<file path="config.mk">
export PLATFORM = sky130hd
export DESIGN_NAME = lagged_additive_byte_cipher_flat
export DESIGN_NICKNAME = d
export VERILOG_FILES = /design/src/hdl/lab_pkg.sv /design/src/hdl/lab_if.sv /design/src/hdl/lagged_additive_byte_cipher.sv /design/src/flat_wrapper.sv
export SDC_FILE = /design/constraint.sdc
export NUM_CORES = 1
export LEC_CHECK = 0
export ABC_AREA = 1
export BUFFER_PORTS_ARGS = -buffer_cell sky130_fd_sc_hd__buf_2
export CAP_MARGIN = 20
export CORE_ASPECT_RATIO = 2
export CORE_MARGIN = 2
export CORE_UTILIZATION = 65
export CTS_CLUSTER_DIAMETER = 50
export DETAILED_ROUTE_END_ITERATION = 8
export PLACE_DENSITY = 0.85
export SKIP_CTS_REPAIR_TIMING = 1
export SLEW_MARGIN = 20
export SYNTH_ARGS = -nofsm -noshare
export SYNTH_HDL_FRONTEND = slang
export SYNTH_SLANG_ARGS = --single-unit
</file>
<file path="constraint.sdc">
create_clock -name clk -period 7.1 [get_ports clk]
set_clock_uncertainty 0.2 [all_clocks]
set_input_delay 0.355 -clock clk [delete_from_list [all_inputs] [get_ports clk]]
set_output_delay 0.355 -clock clk [all_outputs]
set_load 0.02 [all_outputs]
</file>
<file path="src/hdl/lab_pkg.sv">
`default_nettype none
// ----------------------------------------------------------------------------
// lab_pkg: shared types and constants for the lagged additive byte cipher
// Register map codes, configuration port widths and fixed key layout.
// ----------------------------------------------------------------------------
package lab_pkg;

  localparam int DATA_W     = 8;
  localparam int CFG_IDX_W  = 8;
  localparam int CFG_DATA_W = 64;
  localparam int KEY_LEN_W  = 5;
  localparam int KEY_VEC_W  = 128;   // two 64-bit key registers
  localparam int KEY_SLOTS  = 16;    // key bytes held in the registers

  localparam logic [KEY_LEN_W-1:0] KEY_LEN_RESET = 5'd16;

  typedef logic [DATA_W-1:0] byte_t;

  typedef enum logic [CFG_IDX_W-1:0] {
    CFG_MODE_DECRYPT = 8'd0,
    CFG_KEY_LENGTH   = 8'd1,
    CFG_KEY_LOW      = 8'd2,
    CFG_KEY_HIGH     = 8'd3
  } cfg_reg_t;

endpackage : lab_pkg
`default_nettype wire

</file>
<file path="src/hdl/lab_if.sv">
`default_nettype none
// ----------------------------------------------------------------------------
// lab_if: valid/ready channels of the lagged additive byte cipher
// Input byte channel, result byte channel and configuration write channel.
// ----------------------------------------------------------------------------
interface lab_in_if;
  import lab_pkg::*;
  logic  valid;
  logic  ready;
  byte_t data_in;
  logic  last_in;

  modport source  (output valid, output data_in, output last_in, input ready);
  modport sink    (input valid, input data_in, input last_in, output ready);
  modport monitor (input valid, input data_in, input last_in, input ready);
endinterface : lab_in_if

interface lab_out_if;
  import lab_pkg::*;
  logic  valid;
  logic  ready;
  byte_t data_out;
  logic  last_out;

  modport source  (output valid, output data_out, output last_out, input ready);
  modport sink    (input valid, input data_out, input last_out, output ready);
  modport monitor (input valid, input data_out, input last_out, input ready);
endinterface : lab_out_if

interface lab_cfg_if;
  import lab_pkg::*;
  logic                  valid;
  logic                  ready;
  logic [CFG_IDX_W-1:0]  index;
  logic [CFG_DATA_W-1:0] wdata;

  modport source  (output valid, output index, output wdata, input ready);
  modport sink    (input valid, input index, input wdata, output ready);
  modport monitor (input valid, input index, input wdata, input ready);
endinterface : lab_cfg_if
`default_nettype wire

</file>
<file path="src/hdl/lagged_additive_byte_cipher.sv">
`default_nettype none
// ----------------------------------------------------------------------------
// lagged_additive_byte_cipher: autokey additive byte cipher, ciphertext feedback
// Adds (encrypt) or subtracts (decrypt) a key byte, then the ciphertext byte
// K positions back, modulo 256. Position clears after a beat flagged last.
// ----------------------------------------------------------------------------
// One byte per clock, sustained while the result side is not stalled. A byte is
// transformed in the cycle it is accepted and appears on the result register
// the cycle after. The feedback path is a ciphertext shift line of KEY_BYTES
// taps read at the tap chosen by key_length; it is updated in the same cycle
// the byte is accepted, so even a lag of one needs no stall. The input side is
// ready whenever the result register is empty or being taken. Configuration
// writes are accepted in every cycle out of reset and must only be made while
// no message is in flight.
module lagged_additive_byte_cipher
  import lab_pkg::*;
#(
  parameter int KEY_BYTES = 16
) (
  input  wire logic  clk,
  input  wire logic  rst_n,
  lab_cfg_if.sink    cfg_bus,
  lab_in_if.sink     in_bus,
  lab_out_if.source  out_bus
);

  localparam int PW = $clog2(KEY_BYTES + 1);
  localparam int CW = (PW > KEY_LEN_W) ? PW : KEY_LEN_W;
  localparam int TW = (KEY_BYTES > 1) ? $clog2(KEY_BYTES) : 1;
  localparam logic [PW-1:0] KB_P = PW'(KEY_BYTES);

  // configuration registers
  logic                  mode_r;
  logic [KEY_LEN_W-1:0]  key_length_r;
  logic [CFG_DATA_W-1:0] key_low_r;
  logic [CFG_DATA_W-1:0] key_high_r;

  // message state
  logic [PW-1:0]         pos_r, pos_nxt;
  byte_t                 hist_r [KEY_BYTES];

  // result register
  logic                  out_valid_r, out_valid_nxt;
  byte_t                 out_data_r;
  logic                  out_last_r;

  logic                  in_fire;
  logic [CW-1:0]         kl_ext;
  logic [PW-1:0]         lag;
  logic [PW-1:0]         lag_m1;
  logic [TW-1:0]         tap;
  logic [CW-1:0]         pos_ext;
  logic [KEY_VEC_W-1:0]  key_vec;
  logic [3:0]            key_idx;
  byte_t                 key_sel;
  byte_t                 addend;
  byte_t                 sum;
  byte_t                 diff;
  byte_t                 dout;
  byte_t                 cipher;

  assign cfg_bus.ready = rst_n;

  always_ff @(posedge clk) begin
    if (!rst_n) begin
      mode_r       <= 1'b0;
      key_length_r <= KEY_LEN_RESET;
      key_low_r    <= '0;
      key_high_r   <= '0;
    end else if (cfg_bus.valid) begin
      unique case (cfg_bus.index)
        CFG_MODE_DECRYPT: mode_r       <= cfg_bus.wdata[0];
        CFG_KEY_LENGTH:   key_length_r <= cfg_bus.wdata[KEY_LEN_W-1:0];
        CFG_KEY_LOW:      key_low_r    <= cfg_bus.wdata;
        CFG_KEY_HIGH:     key_high_r   <= cfg_bus.wdata;
        default: ;
      endcase
    end
  end

  assign in_bus.ready = rst_n && (!out_valid_r || out_bus.ready);
  assign in_fire      = in_bus.valid && in_bus.ready;

  // effective lag: zero acts as one, anything past the line length saturates
  always_comb begin
    kl_ext = CW'(key_length_r);
    if (kl_ext == '0) begin
      lag = PW'(1);
    end else if (kl_ext > CW'(KEY_BYTES)) begin
      lag = KB_P;
    end else begin
      lag = kl_ext[PW-1:0];
    end
  end

  assign lag_m1 = lag - PW'(1);
  assign tap    = lag_m1[TW-1:0];

  // key bytes past the two key registers read as zero
  assign pos_ext = CW'(pos_r);
  assign key_vec = {key_high_r, key_low_r};
  assign key_idx = pos_ext[3:0];
  assign key_sel = (pos_ext < CW'(KEY_SLOTS)) ? key_vec[{key_idx, 3'b000} +: DATA_W] : '0;

  assign addend = (pos_r < lag) ? key_sel : hist_r[tap];
  assign sum    = in_bus.data_in + addend;
  assign diff   = in_bus.data_in - addend;
  assign dout   = mode_r ? diff : sum;
  assign cipher = mode_r ? in_bus.data_in : sum;

  always_comb begin
    pos_nxt = pos_r;
    if (in_fire) begin
      if (in_bus.last_in) begin
        pos_nxt = '0;
      end else if (pos_r != KB_P) begin
        pos_nxt = pos_r + PW'(1);
      end
    end
  end

  always_comb begin
    out_valid_nxt = out_valid_r;
    if (in_fire) begin
      out_valid_nxt = 1'b1;
    end else if (out_bus.ready) begin
      out_valid_nxt = 1'b0;
    end
  end

  always_ff @(posedge clk) begin
    if (!rst_n) begin
      pos_r       <= '0;
      out_valid_r <= 1'b0;
    end else begin
      pos_r       <= pos_nxt;
      out_valid_r <= out_valid_nxt;
    end
  end

  // ciphertext delay line, tap i holds the byte i+1 beats back
  always_ff @(posedge clk) begin
    if (in_fire) begin
      hist_r[0] <= cipher;
      for (int i = 1; i < KEY_BYTES; i++) begin
        hist_r[i] <= hist_r[i-1];
      end
    end
  end

  always_ff @(posedge clk) begin
    if (in_fire) begin
      out_data_r <= dout;
      out_last_r <= in_bus.last_in;
    end
  end

  assign out_bus.valid    = out_valid_r;
  assign out_bus.data_out = out_data_r;
  assign out_bus.last_out = out_last_r;

endmodule : lagged_additive_byte_cipher
`default_nettype wire

</file>
<file path="src/flat_wrapper.sv">
// flat-port wrapper written by rule: the top's interface ports become plain ports
module lagged_additive_byte_cipher_flat import lab_pkg::*;
#(
  parameter int KEY_BYTES = 16
)
  (clk, rst_n, cfg_bus_valid, cfg_bus_index, cfg_bus_wdata, cfg_bus_ready, in_bus_valid, in_bus_data_in, in_bus_last_in, in_bus_ready, out_bus_valid, out_bus_data_out, out_bus_last_out, out_bus_ready);
  lab_cfg_if cfg_bus_i ();
  lab_in_if in_bus_i ();
  lab_out_if out_bus_i ();
  input  wire logic clk;
  input  wire logic rst_n;
  input wire logic [$bits(cfg_bus_i.valid)-1:0] cfg_bus_valid;
  input wire logic [$bits(cfg_bus_i.index)-1:0] cfg_bus_index;
  input wire logic [$bits(cfg_bus_i.wdata)-1:0] cfg_bus_wdata;
  output wire logic [$bits(cfg_bus_i.ready)-1:0] cfg_bus_ready;
  input wire logic [$bits(in_bus_i.valid)-1:0] in_bus_valid;
  input wire logic [$bits(in_bus_i.data_in)-1:0] in_bus_data_in;
  input wire logic [$bits(in_bus_i.last_in)-1:0] in_bus_last_in;
  output wire logic [$bits(in_bus_i.ready)-1:0] in_bus_ready;
  output wire logic [$bits(out_bus_i.valid)-1:0] out_bus_valid;
  output wire logic [$bits(out_bus_i.data_out)-1:0] out_bus_data_out;
  output wire logic [$bits(out_bus_i.last_out)-1:0] out_bus_last_out;
  input wire logic [$bits(out_bus_i.ready)-1:0] out_bus_ready;
  assign cfg_bus_i.valid = cfg_bus_valid;
  assign cfg_bus_i.index = cfg_bus_index;
  assign cfg_bus_i.wdata = cfg_bus_wdata;
  assign cfg_bus_ready = cfg_bus_i.ready;
  assign in_bus_i.valid = in_bus_valid;
  assign in_bus_i.data_in = in_bus_data_in;
  assign in_bus_i.last_in = in_bus_last_in;
  assign in_bus_ready = in_bus_i.ready;
  assign out_bus_valid = out_bus_i.valid;
  assign out_bus_data_out = out_bus_i.data_out;
  assign out_bus_last_out = out_bus_i.last_out;
  assign out_bus_i.ready = out_bus_ready;
  lagged_additive_byte_cipher #(.KEY_BYTES(KEY_BYTES)) u_core (.clk(clk), .rst_n(rst_n), .cfg_bus(cfg_bus_i), .in_bus(in_bus_i), .out_bus(out_bus_i));
endmodule
</file>
Word-level counts from Yosys, hierarchy flattened

Memories as Yosys holds them, arrays and structs flattened.
Cells that the tools add are included.

Add/subtract/negate cells: 4
Magnitude comparators: 3
Equality and inequality tests: 4
Shift-type cells: 1
Mux-type cells: 12
Reduce and logical (&&, ||, !) cells: 13

Operator list:

| operator                                            | count |
|---|---|
| variable part select 128 x 8 -> 8 bit               | 1 |
| 2-to-1 mux 8 bit                                    | 4 |
| 2-to-1 mux 5 bit                                    | 4 |
| equality test 8 x 2 -> 1 bit, second input constant | 2 |
| AND reduction 2 bit                                 | 5 |
| adder 8 bit                                         | 1 |
| equality test 8 x 1 -> 1 bit, second input constant | 1 |
| logical NOT 8 bit                                   | 1 |
| subtractor 8 bit                                    | 1 |
| adder 5 x 1 -> 5 bit, second input constant         | 1 |
| > comparator 5 bit, second input constant           | 1 |
| logical NOT 5 bit                                   | 1 |
| < comparator 5 bit                                  | 1 |
| < comparator 5 bit, second input constant           | 1 |
| inequality test 5 bit, second input constant        | 1 |
| 2-to-1 mux 1 bit                                    | 4 |
| nonzero test 2 bit                                  | 2 |
| subtractor 4 x 1 -> 4 bit, second input constant    | 1 |
| logical AND 1 bit                                   | 2 |
| logical NOT 1 bit                                   | 1 |
| logical OR 1 bit                                    | 1 |

Register bits after elaboration: 149
Memory bits (writable): 128
Input bits: 86
Output and inout port bits: 12
Word-level logic and storage cells: 46
Memories kept: 1

Memory list:

| memory        | words | width | read ports | clocked after memory_dff | wr ports | RTL line                          | text |
|---|---|---|---|---|---|---|---|
| u_core.hist_r | 16    | 8     | 16         | 0                        | 16       | lagged_additive_byte_cipher.sv:40 | `byte_t hist_r [KEY_BYTES];` |

Logic depth before layout (Yosys ltp)

An unclocked memory read counts as a cell.

Depth after elaboration: 8
Gate-level depth with buffers: 30
Depth with buffers taken out: 26

Least setup slack after synthesis

OpenSTA, ideal clock, no wires.

Kind: input -> register
Start: in rst_n
End: mem u_core.hist_r[0][0] in the netlist's numbering (enable)
Library setup time: 0.489 ns
Data arrival time: 3.750 ns
Required time: 6.411 ns
Setup slack: 2.660 ns
Stages: 5
Path buffers: 1
Cells stage by stage: buf_2 inv_1 a21oi_1 nand2_1 inv_1

RTL lines:

| element         | RTL line                          | text |
|---|---|---|
| start, declared | flat_wrapper.sv:11                | `input wire logic rst_n;` |
| end, declared   | lagged_additive_byte_cipher.sv:40 |  |

Worst setup path in the final report

Start: reg u_core.key_length_r[0]
End: reg u_core.out_data_r[7] (netlist: u_core.out_bus.data_out[7]) (data pin)

Word-level cells in the longest chain between the ends: 8
Elaborated cells between the ends (all ways): 11
Classes of those cells: add/sub (3); order compare (2); mux (4); reduce/logical (1); memory (1)

RTL lines:

| element                                                | RTL line                                                               | text |
|---|---|---|
| start, declared                                        | lagged_additive_byte_cipher.sv:34                                      | `logic [KEY_LEN_W-1:0] key_length_r;` |
| start signal, assigned                                 | lagged_additive_byte_cipher.sv:73                                      | `CFG_KEY_LENGTH: key_length_r <= cfg_bus.wdata[KEY_LEN_W-1:0];` |
| > comparator 5 bit                                     | lagged_additive_byte_cipher.sv:89                                      | `end else if (kl_ext > CW'(KEY_BYTES)) begin` |
| 2-to-1 mux 5 bit                                       | lagged_additive_byte_cipher.sv:89                                      |  |
| 2-to-1 mux 5 bit (*)                                   | lagged_additive_byte_cipher.sv:87                                      | `if (kl_ext == '0) begin` |
| subtractor 4 x 1 -> 4 bit                              | lagged_additive_byte_cipher.sv:96                                      | `assign lag_m1 = lag - PW'(1);` |
| memory read (16 x 8 bit)                               | --                                                                     |  |
| 2-to-1 mux 8 bit (*)                                   | lagged_additive_byte_cipher.sv:105                                     | `assign addend = (pos_r < lag) ? key_sel : hist_r[tap];` |
| adder 8 bit / subtractor 8 bit (equally long branches) | lagged_additive_byte_cipher.sv:106, lagged_additive_byte_cipher.sv:107 |  |
| 2-to-1 mux 8 bit (*)                                   | lagged_additive_byte_cipher.sv:108                                     | `assign dout = mode_r ? diff : sum;` |
| named net u_core.dout[7]                               | lagged_additive_byte_cipher.sv:59                                      | `byte_t dout;` |
| end signal, assigned                                   | lagged_additive_byte_cipher.sv:153                                     | `out_data_r <= dout;` |
| end, declared                                          | lagged_additive_byte_cipher.sv:44                                      | `byte_t out_data_r;` |

The timed path passes the listed nets; every way through them passes the cells marked *.
A chain may end at the register's enable or synchronous reset.

==> summary.md <==
| Metric | Value |
|---|---|
| Core area | `roughly 0.019 sq mm` |
| First-pass GRT wire length | `52.5 mm` |
| Most common cell after layout, fill and taps aside | `nor2_1` |
| Reg2Reg Depth | `27` |
| Fillcell total | `between 1k and 1.5k` |
| Die X | `102 um` |
| Netlist cell types | `41` |
| Nets | `about 1.7k` |
| Run status | `complete, but fails checks` |
| Critical Path Slowest Stage Cell | `inv_1` |
| Critical path's top delay family | `simple AND/OR/NAND/NOR gates` |
| Multi-input gate area | `between 0.004 and 0.005 sq mm` |
| VDD IR max | `0.263 mV` |
| Slew at the pin with the worst max-slew slack | `about 1100 ps` |
| Synth Area in Compound Gates | `0.139` |
| Post-route DRC violation count | `0` |
| Synth Area in Adders | `0.0263` |
| Rows | `71` |
| Syn Inst Count | `roughly 1.4k` |
| Post-DP HPWL | `between 20 and 25 mm` |
| Via count | `about 11k` |
| FF/Latch Area | `0.00692 sq mm` |
| Worst Path Buf+Inv | `4` |
| Setup Crit Path Kind | `reg -> reg` |
| Clock Tree Buf Depth | `3` |
| Area Growth Syn to Fin | `15.9%` |
| Setup WS post-layout | `~2100 ps` |
| Drt first pass iters | `6` |
| WP data required | `between 7000 and 8000 ps` |
| Minimum clock period | `4950 ps` |
| WP data arrival | `approximately 5000 ps` |
| Pwr Total | `around 3400 uW` |
| Largest family of logic cells by synthesized area | `simple AND/OR/NAND/NOR gates` |
| Main flop type after synthesis | `dfxtp_1` |
| R2R Path End | `u_core.out_bus.data_out[7]$_DFFE_PP_` |
| Post-synth EDFFs | `about 140` |
| CTS tree | `done` |
| Worst Hold Path EP | `u_core.hist_r[0][2]$_DFFE_PP_` |
| Hold path startpoint | `in_bus_data_in[2]` |
| Total GRT Usage | `0.337` |
| Largest net degree at the start of global routing | `between 100 and 150` |
| Die Area | `0.0204 sq mm` |
| DRT antenna net count | `0` |
| Synth Area in Simple Gates | `0.222` |
| Initial Utilization | `0.662` |
| Worst setup EP type | `flop` |
| Xor and xnor area share after synthesis | `0.00291` |
| RSZ-0062 raised after global routing | `no` |
| Yosys warning count | `0` |
| Fmax | `between 200 and 250 MHz` |
| Final hold viol count | `1` |
| Failing checks | `negative hold slack` |
| Sequential fraction of the synthesis area | `0.555` |
| Lkg Pwr | `around 0.0059 uW` |
| Clk pin slew, worst setup/hold paths | `70 ps` |
| Async S/R FF share, synth | `0` |
| Num CTS Buffers | `24` |
| Most used cell, CP | `nand2_1` |
| Pins Over Slew Limit | `0` |
| Layout cell share with drive strength beyond 1 | `0.112` |
| Sink Count | `277` |
| Htree depth | `1` |
| Mean Syn Cell Area | `around 8.6 sq um` |
| Clk Latency, worst-skew pair | `between 500 and 600 ps` |
| FF+latch count, synth | `between 200 and 300` |
| Mux share of post-synthesis cell area | `0` |
| Initial antenna violation count | `0` |
| Synthesized area | `around 0.012 sq mm` |
| Commonest cells after routing, fill and taps aside | `nor2_1, nand2_1, o21ai_0, nand3_1, dfxtp_1` |
| Biggest cell delay along the critical path | `around 800 ps` |
| Die Height | `200 um` |
| Via density per instance | `just over 6` |
| Setup TNS Final | `0 ps` |
| Avg WL per Cell | `between 15 and 20 um` |
| Number of global-route vias before repair | `10.4k` |
| GRT overflow | `0` |
| PD cells | `roughly 240 mW/mm^2` |
| Final setup violation count | `0` |
| RR Startpoint | `u_core.key_length_r[0]$_SDFFE_PN0P_` |
| N_diodes | `0` |
| Gpl congestion | `roughly 0.93` |
| Hold depth | `3` |
| Initial DRC count | `between 1k and 1.5k` |
| Final hold slack | `-13.1 ps` |
| CTS Root Cell | `clkbuf_16` |
| Reg2reg setup slack | `between 2000 and 2500 ps` |
| Ports | `just under 100` |
| Max-cap violations | `0` |
| Hold Crit Class | `in -> reg` |
| Input/output buffers | `97` |
| Worst-path maximum fanout | `33` |
| Tcrit/Tclk final | `0.697` |
| Rel. slew slack | `0.263` |
| Worst path depth | `27` |
| Pre-CTS WS | `2300 ps` |
| Detailed-route wire length | `around 36 mm` |
| Syn Nets | `approximately 1.6k` |
| Startpoint Class | `flop` |
[stage by stage]
stage	utilization	area, sq um	hold WS, ps	instances
after floorplan	-	12500	227	1444
after global placement	0.688	13000	230	1712
after detailed placement	0.688	13000	235	1712
after CTS	0.731	13800	-194	1756
after global routing	0.767	14400	1.64	1823
final	0.767	14400	-13.1	1823
[metal layers]
| layer | share of wire | routed length, um | GRT usage |
|---|---|---|---|
| met1 | 0.32 | 11700 | 0.345 |
| met2 | 0.49 | 17900 | 0.567 |
| met3 | 0.067 | 2440 | 0.0432 |
| met4 | 0.12 | 4340 | 0.338 |
| met5 | 0 | 0 | 0 |
[worst reg2reg max path, stage by stage, from the launching register on]
cell and delay [ps]:
dfxtp_1 340, nor2_2 200, nand2_1 100, nand2_1 110, nand2_2 60, ha_1 300
buf_4 260, inv_1 830, nand3_1 210, nand3_1 140, nand3_1 80, nand2_1 90
inv_1 50, o21ai_2 120, inv_1 60, ha_1 350, a21oi_1 200, nand2_1 70
nand2_1 70, nand2_1 50, a21oi_1 200, nor2_1 80, nor2_1 140, nor2_1 50
nor2_1 100, nand3_1 90, nand3_1 100, nand2_1 60
[power breakdown]
part / switching [uW] / internal, uW / total (uW)
clock network: 598 / 766 / 1360
registers: 22.8 / 1720 / 1750
logic: 188 / 101 / 289
[cells in the mapped netlist (10+ instances only)]
master / instances / area share
nand2_1: 211 / 0.064
ha_1: 23 / 0.023
nand3_1: 149 / 0.060
o22ai_1: 20 / 0.010
nor3_1: 49 / 0.020
clkbuf_1: 67 / 0.020
nor2_1: 225 / 0.068
o221ai_1: 10 / 0.0070
o21ai_0: 209 / 0.084
dfxtp_1: 140 / 0.22
inv_1: 69 / 0.021
a21oi_1: 60 / 0.024
edfxtp_1: 137 / 0.33
buf_2: 16 / 0.0064
[layout make-up]
| class | count | share of cell area |
|---|---|---|
| clock inverter | 15 | 0.0110 |
| timing repair buffer | 176 | 0.0863 |
| inverter | 74 | 0.0194 |
| clock buffer | 29 | 0.0450 |
| multi-input combinational | 997 | 0.337 |
| tap | 255 | 0.0221 |
| sequential | 277 | 0.479 |
[registers in the layout (all words and copies together), names as in the netlist]
signal and count:
u_core.hist_r 128, u_core.key_high_r 64, u_core.key_low_r 64, u_core.out_bus.data_out 8
u_core.key_length_r 5, u_core.pos_ext 5, u_core.mode_r 1, u_core.out_bus.last_out 1
u_core.out_bus.valid 1
[logic make-up after synthesis]
family	count (synthesis)
AO/OA/AOI/OAI	320
XOR/XNOR	2
adder cells (fa/ha/maj)	25
buffers and inverters	170
flip-flops	277
AND/OR/NAND/NOR	650
[worst max-delay path by stage]
stage	to	startpoint	slack, ps
detailed placement	u_core.out_bus.data_out[7]$_DFFE_PP_	u_core.key_length_r[0]$_SDFFE_PN0P_	2300
global placement	u_core.out_bus.data_out[6]$_DFFE_PP_	u_core.key_length_r[0]$_SDFFE_PN0P_	2440
global route	u_core.out_bus.data_out[7]$_DFFE_PP_	u_core.key_length_r[0]$_SDFFE_PN0P_	1780
CTS	u_core.out_bus.data_out[7]$_DFFE_PP_	u_core.key_length_r[0]$_SDFFE_PN0P_	2220
finish	u_core.out_bus.data_out[7]$_DFFE_PP_	u_core.key_length_r[0]$_SDFFE_PN0P_	2150
floorplan	u_core.hist_r[0][0]$_DFFE_PP_	rst_n	2660
Power figures use the tool's default switching activity.
